$ cat config.mk
export PLATFORM = sky130hd
export DESIGN_NAME = lpds_cell
export DESIGN_NICKNAME = d
export VERILOG_FILES = /design/src/hw/rtl/lpds_pkg.sv /design/src/hw/rtl/lpds_cell.sv
export SDC_FILE = /design/constraint.sdc
export NUM_CORES = 1
export LEC_CHECK = 0
export BUFFER_PORTS_ARGS = -buffer_cell sky130_fd_sc_hd__buf_2
export CAP_MARGIN = 20
export CORE_MARGIN = 8
export CORE_UTILIZATION = 40
export DETAILED_ROUTE_END_ITERATION = 7
export PLACE_DENSITY = 0.72
export SETUP_SLACK_MARGIN = 0.2
export SYNTH_ARGS = -nofsm -noshare
export SYNTH_HDL_FRONTEND = slang
export SYNTH_SLANG_ARGS = --single-unit
$ cat constraint.sdc
create_clock -name clk_i -period 3.6 [get_ports clk_i]
set_clock_uncertainty 0.05 [all_clocks]
set_input_delay 0.54 -clock clk_i [delete_from_list [all_inputs] [get_ports clk_i]]
set_output_delay 0.54 -clock clk_i [all_outputs]
set_load 0.005 [all_outputs]
$ cat src/hw/rtl/lpds_pkg.sv
package lpds_pkg;

  // Function codes of an input item
  localparam logic [1:0] FuncAdd   = 2'd0;
  localparam logic [1:0] FuncRead  = 2'd1;
  localparam logic [1:0] FuncClear = 2'd2;

  // Configuration register indexes
  localparam int unsigned CfgIdxW = 2;
  localparam logic [CfgIdxW-1:0] RegMinSide = 2'd0;
  localparam logic [CfgIdxW-1:0] RegMaxSide = 2'd1;

  localparam logic [15:0] MinSideReset = 16'd2000;
  localparam logic [15:0] MaxSideReset = 16'd20000;

  // Coordinate and squared distance widths
  localparam int unsigned CoordW = 20;
  localparam int unsigned DiffW  = CoordW + 1;
  localparam int unsigned SqW    = 2 * DiffW - 1;
  localparam int unsigned SumW   = SqW + 1;
  localparam int unsigned DistW  = 32;

  typedef struct packed {
    logic [1:0]               func;
    logic signed [CoordW-1:0] landmark_x;
    logic signed [CoordW-1:0] landmark_y;
    logic [6:0]               rank;
  } in_item_t;

  typedef struct packed {
    logic             store_full;
    logic [3:0]       new_landmark_index;
    logic [3:0]       pairs_added;
    logic [6:0]       pair_total;
    logic             entry_valid;
    logic [3:0]       lower_index;
    logic [3:0]       upper_index;
    logic [DistW-1:0] distance_sq;
  } out_item_t;

  // Broadcast control for the row of sort cells
  typedef struct packed {
    logic             insert;
    logic             rd_load;
    logic             rd_shift;
    logic [DistW-1:0] cmp_dist;
  } chain_ctrl_t;

endpackage

$ cat src/hw/rtl/lpds_cell.sv
module lpds_cell #(
  parameter int unsigned IDX_W    = 4,
  parameter int unsigned CNT_W    = 7,
  parameter int unsigned CELL_IDX = 0
) (
  input  logic                       clk_i,
  input  lpds_pkg::chain_ctrl_t      ctrl_i,
  input  logic [CNT_W-1:0]           pair_count_i,
  input  logic [IDX_W-1:0]           new_lower_i,
  input  logic [IDX_W-1:0]           new_upper_i,
  // neighbour towards rank 0
  input  logic                       prev_ge_i,
  input  logic [IDX_W-1:0]           prev_lower_i,
  input  logic [IDX_W-1:0]           prev_upper_i,
  input  logic [lpds_pkg::DistW-1:0] prev_dist_i,
  output logic                       ge_o,
  output logic [IDX_W-1:0]           lower_o,
  output logic [IDX_W-1:0]           upper_o,
  output logic [lpds_pkg::DistW-1:0] dist_o,
  // read-out line, moving towards rank 0
  input  logic [IDX_W-1:0]           rd_next_lower_i,
  input  logic [IDX_W-1:0]           rd_next_upper_i,
  input  logic [lpds_pkg::DistW-1:0] rd_next_dist_i,
  output logic [IDX_W-1:0]           rd_lower_o,
  output logic [IDX_W-1:0]           rd_upper_o,
  output logic [lpds_pkg::DistW-1:0] rd_dist_o
);
  import lpds_pkg::*;

  logic [IDX_W-1:0] lower_q, upper_q, rd_lower_q, rd_upper_q;
  logic [DistW-1:0] dist_q, rd_dist_q;
  logic             occupied;

  // An occupied entry at least as long as the new pair stays put
  assign occupied = pair_count_i > CNT_W'(CELL_IDX);
  assign ge_o     = occupied && (dist_q >= ctrl_i.cmp_dist);

  // Keep, take the new pair, or take the neighbour's entry
  always_ff @(posedge clk_i) begin
    if (ctrl_i.insert && !ge_o) begin
      if (prev_ge_i) begin
        lower_q <= new_lower_i;
        upper_q <= new_upper_i;
        dist_q  <= ctrl_i.cmp_dist;
      end else begin
        lower_q <= prev_lower_i;
        upper_q <= prev_upper_i;
        dist_q  <= prev_dist_i;
      end
    end
  end

  // Snapshot the entry, then advance it one place per cycle while rd_shift is set
  always_ff @(posedge clk_i) begin
    if (ctrl_i.rd_load) begin
      rd_lower_q <= lower_q;
      rd_upper_q <= upper_q;
      rd_dist_q  <= dist_q;
    end else if (ctrl_i.rd_shift) begin
      rd_lower_q <= rd_next_lower_i;
      rd_upper_q <= rd_next_upper_i;
      rd_dist_q  <= rd_next_dist_i;
    end
  end

  assign lower_o    = lower_q;
  assign upper_o    = upper_q;
  assign dist_o     = dist_q;
  assign rd_lower_o = rd_lower_q;
  assign rd_upper_o = rd_upper_q;
  assign rd_dist_o  = rd_dist_q;

endmodule

==> impl_metrics.tcl <==
set metrics [dict create \
    outcome "finished, final reports clean" \
    gp_congestion 0.773 \
    r2r_start "dist_o[7]$_DFFE_PP_" \
    worstPathMaxFanout 3 \
    cp-end-kind "output pin" \
    cts_root_buf "clkbuf_8" \
    yosysTopAreaCellShare_pct 57.1 \
    avgSynthCellArea_um2 14.8 \
    power.total_mw 2.29 \
    async_flop_share_pct 0 \
    areaGrowthSynthToFinish_pct 33.9 \
    power_density_mw_per_mm2 406 \
    port_buffers 212 \
    rsz0062_at_grt "no" \
    grt_remaining_overflow 0 \
    h-tree-depth 3 \
    syn_area_mm2 0.00420 \
    hp-start "rd_next_dist_i[0]" \
    internal_power_mw 1.74 \
    ys.flop_type "edfxtp_1" \
    path_class "flip-flop to output pin" \
    rows 37 \
    layout_setup_ws_ns 0.623 \
    critPathLaunchType "flip-flop" \
    coreArea_mm2 0.0103 \
    yosysUniqueCellTypes 26 \
    hold_path.class "primary input to flip-flop" \
    wl_um 11600 \
    yosysTopAreaCell "edfxtp_1" \
    cts_resized 0 \
    maxClockFrequency_mhz 336 \
    dieArea_mm2 0.0140 \
    final_core_util_pct 54.8 \
    seqPwrFrac_pct 51.2 \
    syn_inst 284 \
    clk_latency_ns 0.34 \
    grt_util_all_layers_pct 16.5 \
    synth_area_leaders "edfxtp_1, mux2_2, ha_1" \
    cts_sinks 80 \
    clkPwrFrac_pct 30.5 \
    min_period_ns 2.98 \
    hold_ws_ns 0.446 \
    synth_common_cells "edfxtp_1, mux2_2, inv_1" \
    hold_buffers 0 \
    start_util_pct 40.9 \
    drc 0 \
    io_pins 213 \
    hpwlAfterDp_um 9090 \
    post-cts-setup-buffer-count 0 \
    die_x_um 119 \
    grt_max_degree 41 \
    maxCapViolCount 0 \
    clock_path_buffers 2 \
    arrival_ns 2.39 \
    via_per_inst 4.84 \
    worstPathRequired_ns 3.01 \
    max-vdd-ir-drop_mv 0.207 \
    die_y_um 119 \
    setup_viol 0 \
    dr_total_vias 3099 \
    cts_tree "yes" \
    max_slew_margin_pct 29.1 \
    clk_pin_slew_ns 0.08 \
    synth-edff-count 80 \
    p_switching_uw 549 \
    period_share_pct 82.7 \
    ys_seq_area_share_pct 57.1 \
    cts-buffers-inserted 9 \
    hold_viol 0 \
    drv_slew 0 \
    p_comb_share_pct 18.3 \
    syn-num-nets 448 \
    first_pass_iters 4 \
    pre_cts_ws_ns 0.573 \
    drtAntennaViolNets 0 \
    fin_setup_tns_ns 0 \
    antenna_found_initial 1 \
    fin_nets 664 \
    p_leak_nw 2.57 \
    drive_above_1_share_pct 62.1 \
    p_sw_share_pct 24.0 \
    ys_warn_count 0 \
    startpoint "dist_o[7]$_DFFE_PP_" \
    n_antenna_cell 0 \
    worst_pin_slew_ns 1.06 \
    grt_first_pass_wirelength_um 18500 \
    post_drt_wl_per_cell_um 18.1 \
    grt_pass1_vias 3565 \
    synth_seq_cells 80 \
    drt_iter0_markers 122 \
]
final cells by class:
cell class                      instances  area, µm²
Clock buffer                           10        128
Clock inverter                          5       72.6
Fill cell                             929       4650
Inverter                               33        124
Multi-Input combinational cell        162       1650
Sequential cell                        80       2400
Tap cell                              136        170
Timing Repair Buffer                  214       1090
metal layers:
layer	GRT usage [%]	part of all wire, %
met1	17.2	39
met2	28.8	49
met3	8.19	11
met4	4.35	1.2
met5	0	0.11
registers in the layout (all words and copies together), names as in the netlist:
name / cells
dist_o: 32
lower_o: 4
rd_dist_o: 32
rd_lower_o: 4
rd_upper_o: 4
upper_o: 4
logic make-up (layout without fill, tap and decap cells):
family	Yosys count	in the layout	synth area share, %
AND/OR/NAND/NOR	24	24	3.39
buffers and inverters	42	262	3.75
adder cells (fa/ha/maj)	32	32	9.52
multiplexers	80	80	21.4
flip-flops	80	80	57.1
AO/OA/AOI/OAI	26	26	4.76
power groups by stage:
stage | registers, mW | clock network, mW | logic [mW]
after floorplan | 1.20 | 0 | 0.197
after global placement | 1.19 | 0 | 0.415
after detailed placement | 1.19 | 0 | 0.425
after CTS | 1.17 | 0.717 | 0.427
after global routing | 1.18 | 0.747 | 0.469
final | 1.17 | 0.699 | 0.418
metrics by stage:
| stage | area [µm²] | instances |
|---|---|---|
| after floorplan | 4200 | 284 |
| after global placement | 5430 | 625 |
| after detailed placement | 5430 | 625 |
| after CTS | 5630 | 640 |
| after global routing | 5630 | 640 |
| final | 5630 | 640 |
path summary, 6_finish.rpt:
| path | endpoint | slack [ns] | cells past startpoint |
|---|---|---|---|
| setup / recovery | ge_o | 0.62 | 7 |
| hold / removal | rd_dist_o[0]$_DFFE_PP_ | 0.45 | 2 |
| setup reg to reg | dist_o[5]$_DFFE_PP_ | 0.82 | 7 |
| hold reg to reg | rd_lower_o[2]$_DFFE_PP_ | 0.53 | 1 |
worst max-delay path: stages, from the launching register on:
cell and delay, ns:
edfxtp_1 0.43, ha_1 0.33, a21oi_1 0.16, o21ai_0 0.12
a21o_2 0.23, a2111oi_2 0.44, o211ai_1 0.15, buf_2 0.18
cell usage in the layout, fill, tap and decap left out:
cell type    n
a2111oi_2    2
a2111oi_4    1
a21boi_0     2
a21o_1       1
a21o_2       1
a21oi_1     11
a221o_1      1
and4_1       4
buf_12       1
buf_2      212
buf_4        1
bufinv_16    2
clkbuf_1     1
clkbuf_8     9
clkinv_1     2
clkinv_2     1
edfxtp_1    80
ha_1        32
inv_1       33
mux2_2      80
nand2_1      6
nand2b_4     1
nand3_1      5
nand4_1      4
nor2_1       1
nor3_1       1
nor4_1       1
o2111a_2     1
o211ai_1     1
o21ai_0      4
o31ai_1      1
or2_2        1
(Power assumes the default switching activity.)
