$ cat src/hw/rtl/lpds_pkg.sv
package lpds_pkg;

  // Function codes of an input item
  localparam logic [1:0] FuncAdd   = 2'd0;
  localparam logic [1:0] FuncRead  = 2'd1;
  localparam logic [1:0] FuncClear = 2'd2;

  // Configuration register indexes
  localparam int unsigned CfgIdxW = 2;
  localparam logic [CfgIdxW-1:0] RegMinSide = 2'd0;
  localparam logic [CfgIdxW-1:0] RegMaxSide = 2'd1;

  localparam logic [15:0] MinSideReset = 16'd2000;
  localparam logic [15:0] MaxSideReset = 16'd20000;

  // Coordinate and squared distance widths
  localparam int unsigned CoordW = 20;
  localparam int unsigned DiffW  = CoordW + 1;
  localparam int unsigned SqW    = 2 * DiffW - 1;
  localparam int unsigned SumW   = SqW + 1;
  localparam int unsigned DistW  = 32;

  typedef struct packed {
    logic [1:0]               func;
    logic signed [CoordW-1:0] landmark_x;
    logic signed [CoordW-1:0] landmark_y;
    logic [6:0]               rank;
  } in_item_t;

  typedef struct packed {
    logic             store_full;
    logic [3:0]       new_landmark_index;
    logic [3:0]       pairs_added;
    logic [6:0]       pair_total;
    logic             entry_valid;
    logic [3:0]       lower_index;
    logic [3:0]       upper_index;
    logic [DistW-1:0] distance_sq;
  } out_item_t;

  // Broadcast control for the row of sort cells
  typedef struct packed {
    logic             insert;
    logic             rd_load;
    logic             rd_shift;
    logic [DistW-1:0] cmp_dist;
  } chain_ctrl_t;

endpackage

$ cat src/hw/rtl/lpds_dist.sv
module lpds_dist #(
  parameter int unsigned MAX_LANDMARKS = 16,
  parameter int unsigned IDX_W         = 4
) (
  input  logic                               clk_i,
  input  logic                               rst_ni,
  // landmark store write
  input  logic                               wr_en_i,
  input  logic [IDX_W-1:0]                   wr_idx_i,
  input  logic signed [lpds_pkg::CoordW-1:0] wr_x_i,
  input  logic signed [lpds_pkg::CoordW-1:0] wr_y_i,
  // one earlier landmark per issue
  input  logic                               issue_i,
  input  logic [IDX_W-1:0]                   issue_idx_i,
  input  logic signed [lpds_pkg::CoordW-1:0] new_x_i,
  input  logic signed [lpds_pkg::CoordW-1:0] new_y_i,
  input  logic [lpds_pkg::DistW-1:0]         lo2_i,
  input  logic [lpds_pkg::DistW-1:0]         hi2_i,
  output logic                               res_valid_o,
  output logic                               res_keep_o,
  output logic [IDX_W-1:0]                   res_idx_o,
  output logic [lpds_pkg::DistW-1:0]         res_dist_o,
  output logic                               busy_o
);
  import lpds_pkg::*;

  logic signed [CoordW-1:0] mem_x [MAX_LANDMARKS];
  logic signed [CoordW-1:0] mem_y [MAX_LANDMARKS];

  logic                     v1_q, v2_q, v3_q, v4_q;
  logic [IDX_W-1:0]         e1_q, e2_q, e3_q, e4_q;
  logic signed [CoordW-1:0] px_q, py_q;
  logic signed [DiffW-1:0]  dx_q, dy_q;
  logic signed [2*DiffW-1:0] prod_x, prod_y;
  logic [SqW-1:0]           sqx_q, sqy_q;
  logic [SumW-1:0]          sum;
  logic                     keep_q;
  logic [DistW-1:0]         dist_q;

  // Landmark store: write on add, registered read per issue
  always_ff @(posedge clk_i) begin
    if (wr_en_i) begin
      mem_x[wr_idx_i] <= wr_x_i;
      mem_y[wr_idx_i] <= wr_y_i;
    end
    if (issue_i) begin
      px_q <= mem_x[issue_idx_i];
      py_q <= mem_y[issue_idx_i];
    end
  end

  assign prod_x = dx_q * dx_q;
  assign prod_y = dy_q * dy_q;
  assign sum    = {1'b0, sqx_q} + {1'b0, sqy_q};

  // Difference, square, then sum with window test, one stage each
  always_ff @(posedge clk_i) begin
    e1_q   <= issue_idx_i;
    dx_q   <= DiffW'(new_x_i) - DiffW'(px_q);
    dy_q   <= DiffW'(new_y_i) - DiffW'(py_q);
    e2_q   <= e1_q;
    sqx_q  <= prod_x[SqW-1:0];
    sqy_q  <= prod_y[SqW-1:0];
    e3_q   <= e2_q;
    keep_q <= (sum >= SumW'(lo2_i)) && (sum <= SumW'(hi2_i));
    dist_q <= sum[DistW-1:0];
    e4_q   <= e3_q;
  end

  // Advance the stage valids
  always_ff @(posedge clk_i or negedge rst_ni) begin
    if (!rst_ni) begin
      v1_q <= 1'b0;
      v2_q <= 1'b0;
      v3_q <= 1'b0;
      v4_q <= 1'b0;
    end else begin
      v1_q <= issue_i;
      v2_q <= v1_q;
      v3_q <= v2_q;
      v4_q <= v3_q;
    end
  end

  assign res_valid_o = v4_q;
  assign res_keep_o  = keep_q;
  assign res_idx_o   = e4_q;
  assign res_dist_o  = dist_q;
  assign busy_o      = v1_q | v2_q | v3_q | v4_q;

endmodule

$ cat config.mk
export PLATFORM = sky130hd
export DESIGN_NAME = lpds_dist
export DESIGN_NICKNAME = d
export VERILOG_FILES = /design/src/hw/rtl/lpds_pkg.sv /design/src/hw/rtl/lpds_dist.sv
export SDC_FILE = /design/constraint.sdc
export NUM_CORES = 2
export LEC_CHECK = 0
export BUFFER_PORTS_ARGS = -buffer_cell sky130_fd_sc_hd__clkbuf_2
export CELL_PAD_IN_SITES_DETAIL_PLACEMENT = 1
export CELL_PAD_IN_SITES_GLOBAL_PLACEMENT = 1
export CORE_UTILIZATION = 48
export CTS_CLUSTER_SIZE = 16
export DETAILED_ROUTE_END_ITERATION = 7
export GPL_ROUTABILITY_DRIVEN = 0
export GPL_TIMING_DRIVEN = 0
export PLACE_DENSITY_LB_ADDON = 0.1
export SLEW_MARGIN = 20
export SYNTH_ARGS = -nofsm -noshare
export SYNTH_HDL_FRONTEND = slang
export SYNTH_SLANG_ARGS = --single-unit
$ cat constraint.sdc
create_clock -name clk_i -period 6.68 [get_ports clk_i]
set_clock_uncertainty 0.05 [all_clocks]
set_input_delay 0 -clock clk_i [delete_from_list [all_inputs] [get_ports clk_i]]
set_output_delay 0 -clock clk_i [all_outputs]
set_load 0.1 [all_outputs]
==> results_dict.tcl <==
set metrics [dict create \
    cpMostUsedCell "fa_1" \
    synth_area_mm2 0.0634 \
    rows 132 \
    violations "setup timing" \
    run_status "finished with violations" \
    final_common_cell "inv_1" \
    cts_tree "yes" \
    area_growth_pct 19.9 \
    fin_util_pct 58.3 \
    die_y_um 365 \
    worstSetupPathType "reg -> reg" \
    synth_top_area_share_pct 32.2 \
    layout_common_cells "inv_1 (1,130), fa_1 (776), edfxtp_1 (680)" \
    drv_slew 0 \
    worstSetupEndpoint "sqy_q[37]" \
    synth_warnings 0 \
    final-hold-violation-count 0 \
    worst_slew_pin_slew_ns 1.08 \
    async_reset_ff_share_pct 0.468 \
    clock_tree.root_cell "clkbuf_16" \
    clk_pin_slew_worst_paths_ns 0.06 \
    grt_max_degree 33 \
    rr_worst_depth 26 \
    synth_cell_types 74 \
    ys.flop_type "edfxtp_1" \
    synth.ff_latch_count 855 \
    ant_nets 0 \
    core_mm2 0.130 \
    syn_inst 5091 \
    vias 40516 \
    fin_crit_ns 7.01 \
    worstSetupStartpoint "dy_q[5]" \
    track_usage_pct 27.8 \
    setup_viol 19 \
    nNetsFinal 7087 \
    seq_area_frac_synth_pct 37.8 \
    insertion_delay_ns 0.73 \
    worst_slack_ns -0.329 \
    hold_path.class "in -> reg" \
    start_util_pct 48.7 \
    grt_pass1_wl_um 273000 \
    syn-num-nets 6458 \
    max_freq_mhz 143 \
    maxCapViolations 0 \
    final.period_utilization_pct 105 \
    drt_iter0_drc 2705 \
    synth-edff-count 680 \
    dpl.hpwl_um 134000 \
    fill_cells 12995 \
    wirelength_um 181000 \
    die_w_um 365 \
    arrival_ns 7.56 \
    firstDrtPassIters 5 \
    drive_gt1_share_pct 21.3 \
    r2r-end "sqy_q[37]" \
    relSlewSlack_pct 27.9 \
    cts.htree.levels 3 \
    r2r_slack_ns -0.33 \
    io_pins 195 \
    end_kind "flip-flop" \
    yosys.area.top_type "edfxtp_1" \
    cts.sinks 855 \
    wire_per_inst_um 23.9 \
    rsz0062_at_grt "true" \
    die_area_mm2 0.133 \
    grt_pass1_vias 45794 \
    port_buffers 194 \
    route.detailed.drc 0 \
    via_per_inst 5.37 \
    antenna_found_initial 9 \
    numCtsBuffers 92 \
    clock_path_buffers 3 \
    cp_slowest_cell "fa_2" \
    cp_slowest_stage_delay_ns 0.58 \
    crit_path_start_kind "flip-flop" \
    cp_max_fo 8 \
    cp.required_ns 7.23 \
    syn_avg_cell_area_um2 12.4 \
    r2r-start "dy_q[5]" \
    overflow 0 \
    ys_top_cells_by_area "edfxtp_1 (32%), fa_1 (26%), ha_1 (7.8%), mux4_2 (7.1%), inv_1 (7.0%)" \
]
## final cells by class
type,count,area [um^2],share of cell area [%]
clock buffers,121,2470,3.25
plain buffers,133,1670,2.20
diodes,2,5.00,0.00659
well taps,1742,2180,2.87
clock inverters,52,558,0.735
repair buffers,542,4610,6.06
flip-flops and latches,855,24100,31.7
inverters,1189,4530,5.96
multi-input cells,2907,35900,47.2
## registers in the layout, summed over array words and instances (netlist names), 20 cells and up
name / count
dx_q: 21
dy_q: 21
mem_x: 320
mem_y: 320
px_q: 20
py_q: 20
res_dist_o: 32
sqx_q: 40
sqy_q: 40
## metrics by stage
stage | area [um^2] | std cells | worst slack (ns) | hold WS [ns] | setup TNS, ns
detailed placement | 67700 | 7084 | -1.86 | -0.240 | -47.97
global placement | 66600 | 7027 | -1.81 | -0.243 | -150.21
finish | 75900 | 7543 | -0.329 | 0.0634 | -2.36
CTS | 74700 | 7467 | -0.300 | 0.0119 | -2.21
global route | 75900 | 7542 | -0.508 | 0.0566 | -6.75
floorplan | 63500 | 5091 | 0.0000990 | -0.346 | 0
## cells in the mapped netlist (all sizes together), types with 80 or more instances
library cell	count
dfxtp	171
fa	818
xnor2	132
nor2	185
mux4	200
and2	153
edfxtp	680
nand2	333
o21ai	80
a21oi	136
clkbuf	126
inv	1185
ha	393
## critical path, delay by kind of cell (launching register included)
kind	cells	cell delay, ns
xor+xnor	1	0.14
compound gates	8	1.76
buf+inv	7	0.61
simple gates	2	0.15
flops	1	0.34
fa+ha+maj	8	3.84
## worst min-delay path by stage
| stage | depth (start not counted) | end | start | slack (ns) |
|---|---|---|---|---|
| floorplan | 0 | res_valid_o | rst_ni | -0.35 |
| global placement | 1 | res_valid_o | rst_ni | -0.24 |
| detailed placement | 1 | v3_q | rst_ni | -0.24 |
| CTS | 6 | dx_q[14] | new_x_i[10] | 0.01 |
| global route | 3 | mem_x[1][2] | wr_en_i | 0.06 |
| finish | 3 | mem_x[1][2] | wr_en_i | 0.06 |
## logic make-up after synthesis
family	after synthesis	synth area share, %
flops	855	37.8
buf+inv	1329	7.88
simple gates	878	6.55
fa+ha+maj	1211	33.6
xor+xnor	173	2.39
mux	208	7.25
compound gates	437	4.53
## layer usage
layer / vias up / share of wire, % / GRT usage [%]
met5: - / 0.020 / 0
met4: 6 / 3.1 / 8.31
met3: 275 / 5.1 / 3.29
met2: 1101 / 52 / 49.2
met1: 21272 / 40 / 35.7
li1: 17862 / - / -
## timing repair
action	4_1_cts	5_1_grt
gates cloned	1	2
setup endpoints to repair	51	38
buffers inserted	95	79
hold buffers	116	0
resized for setup	475	211
pin swaps	112	115
endpoints found under the hold margin	802	0
Power is left out: the tool's default activity adds up to more than one toggle a clock period on the data nets, which glitch-free logic cannot reach.
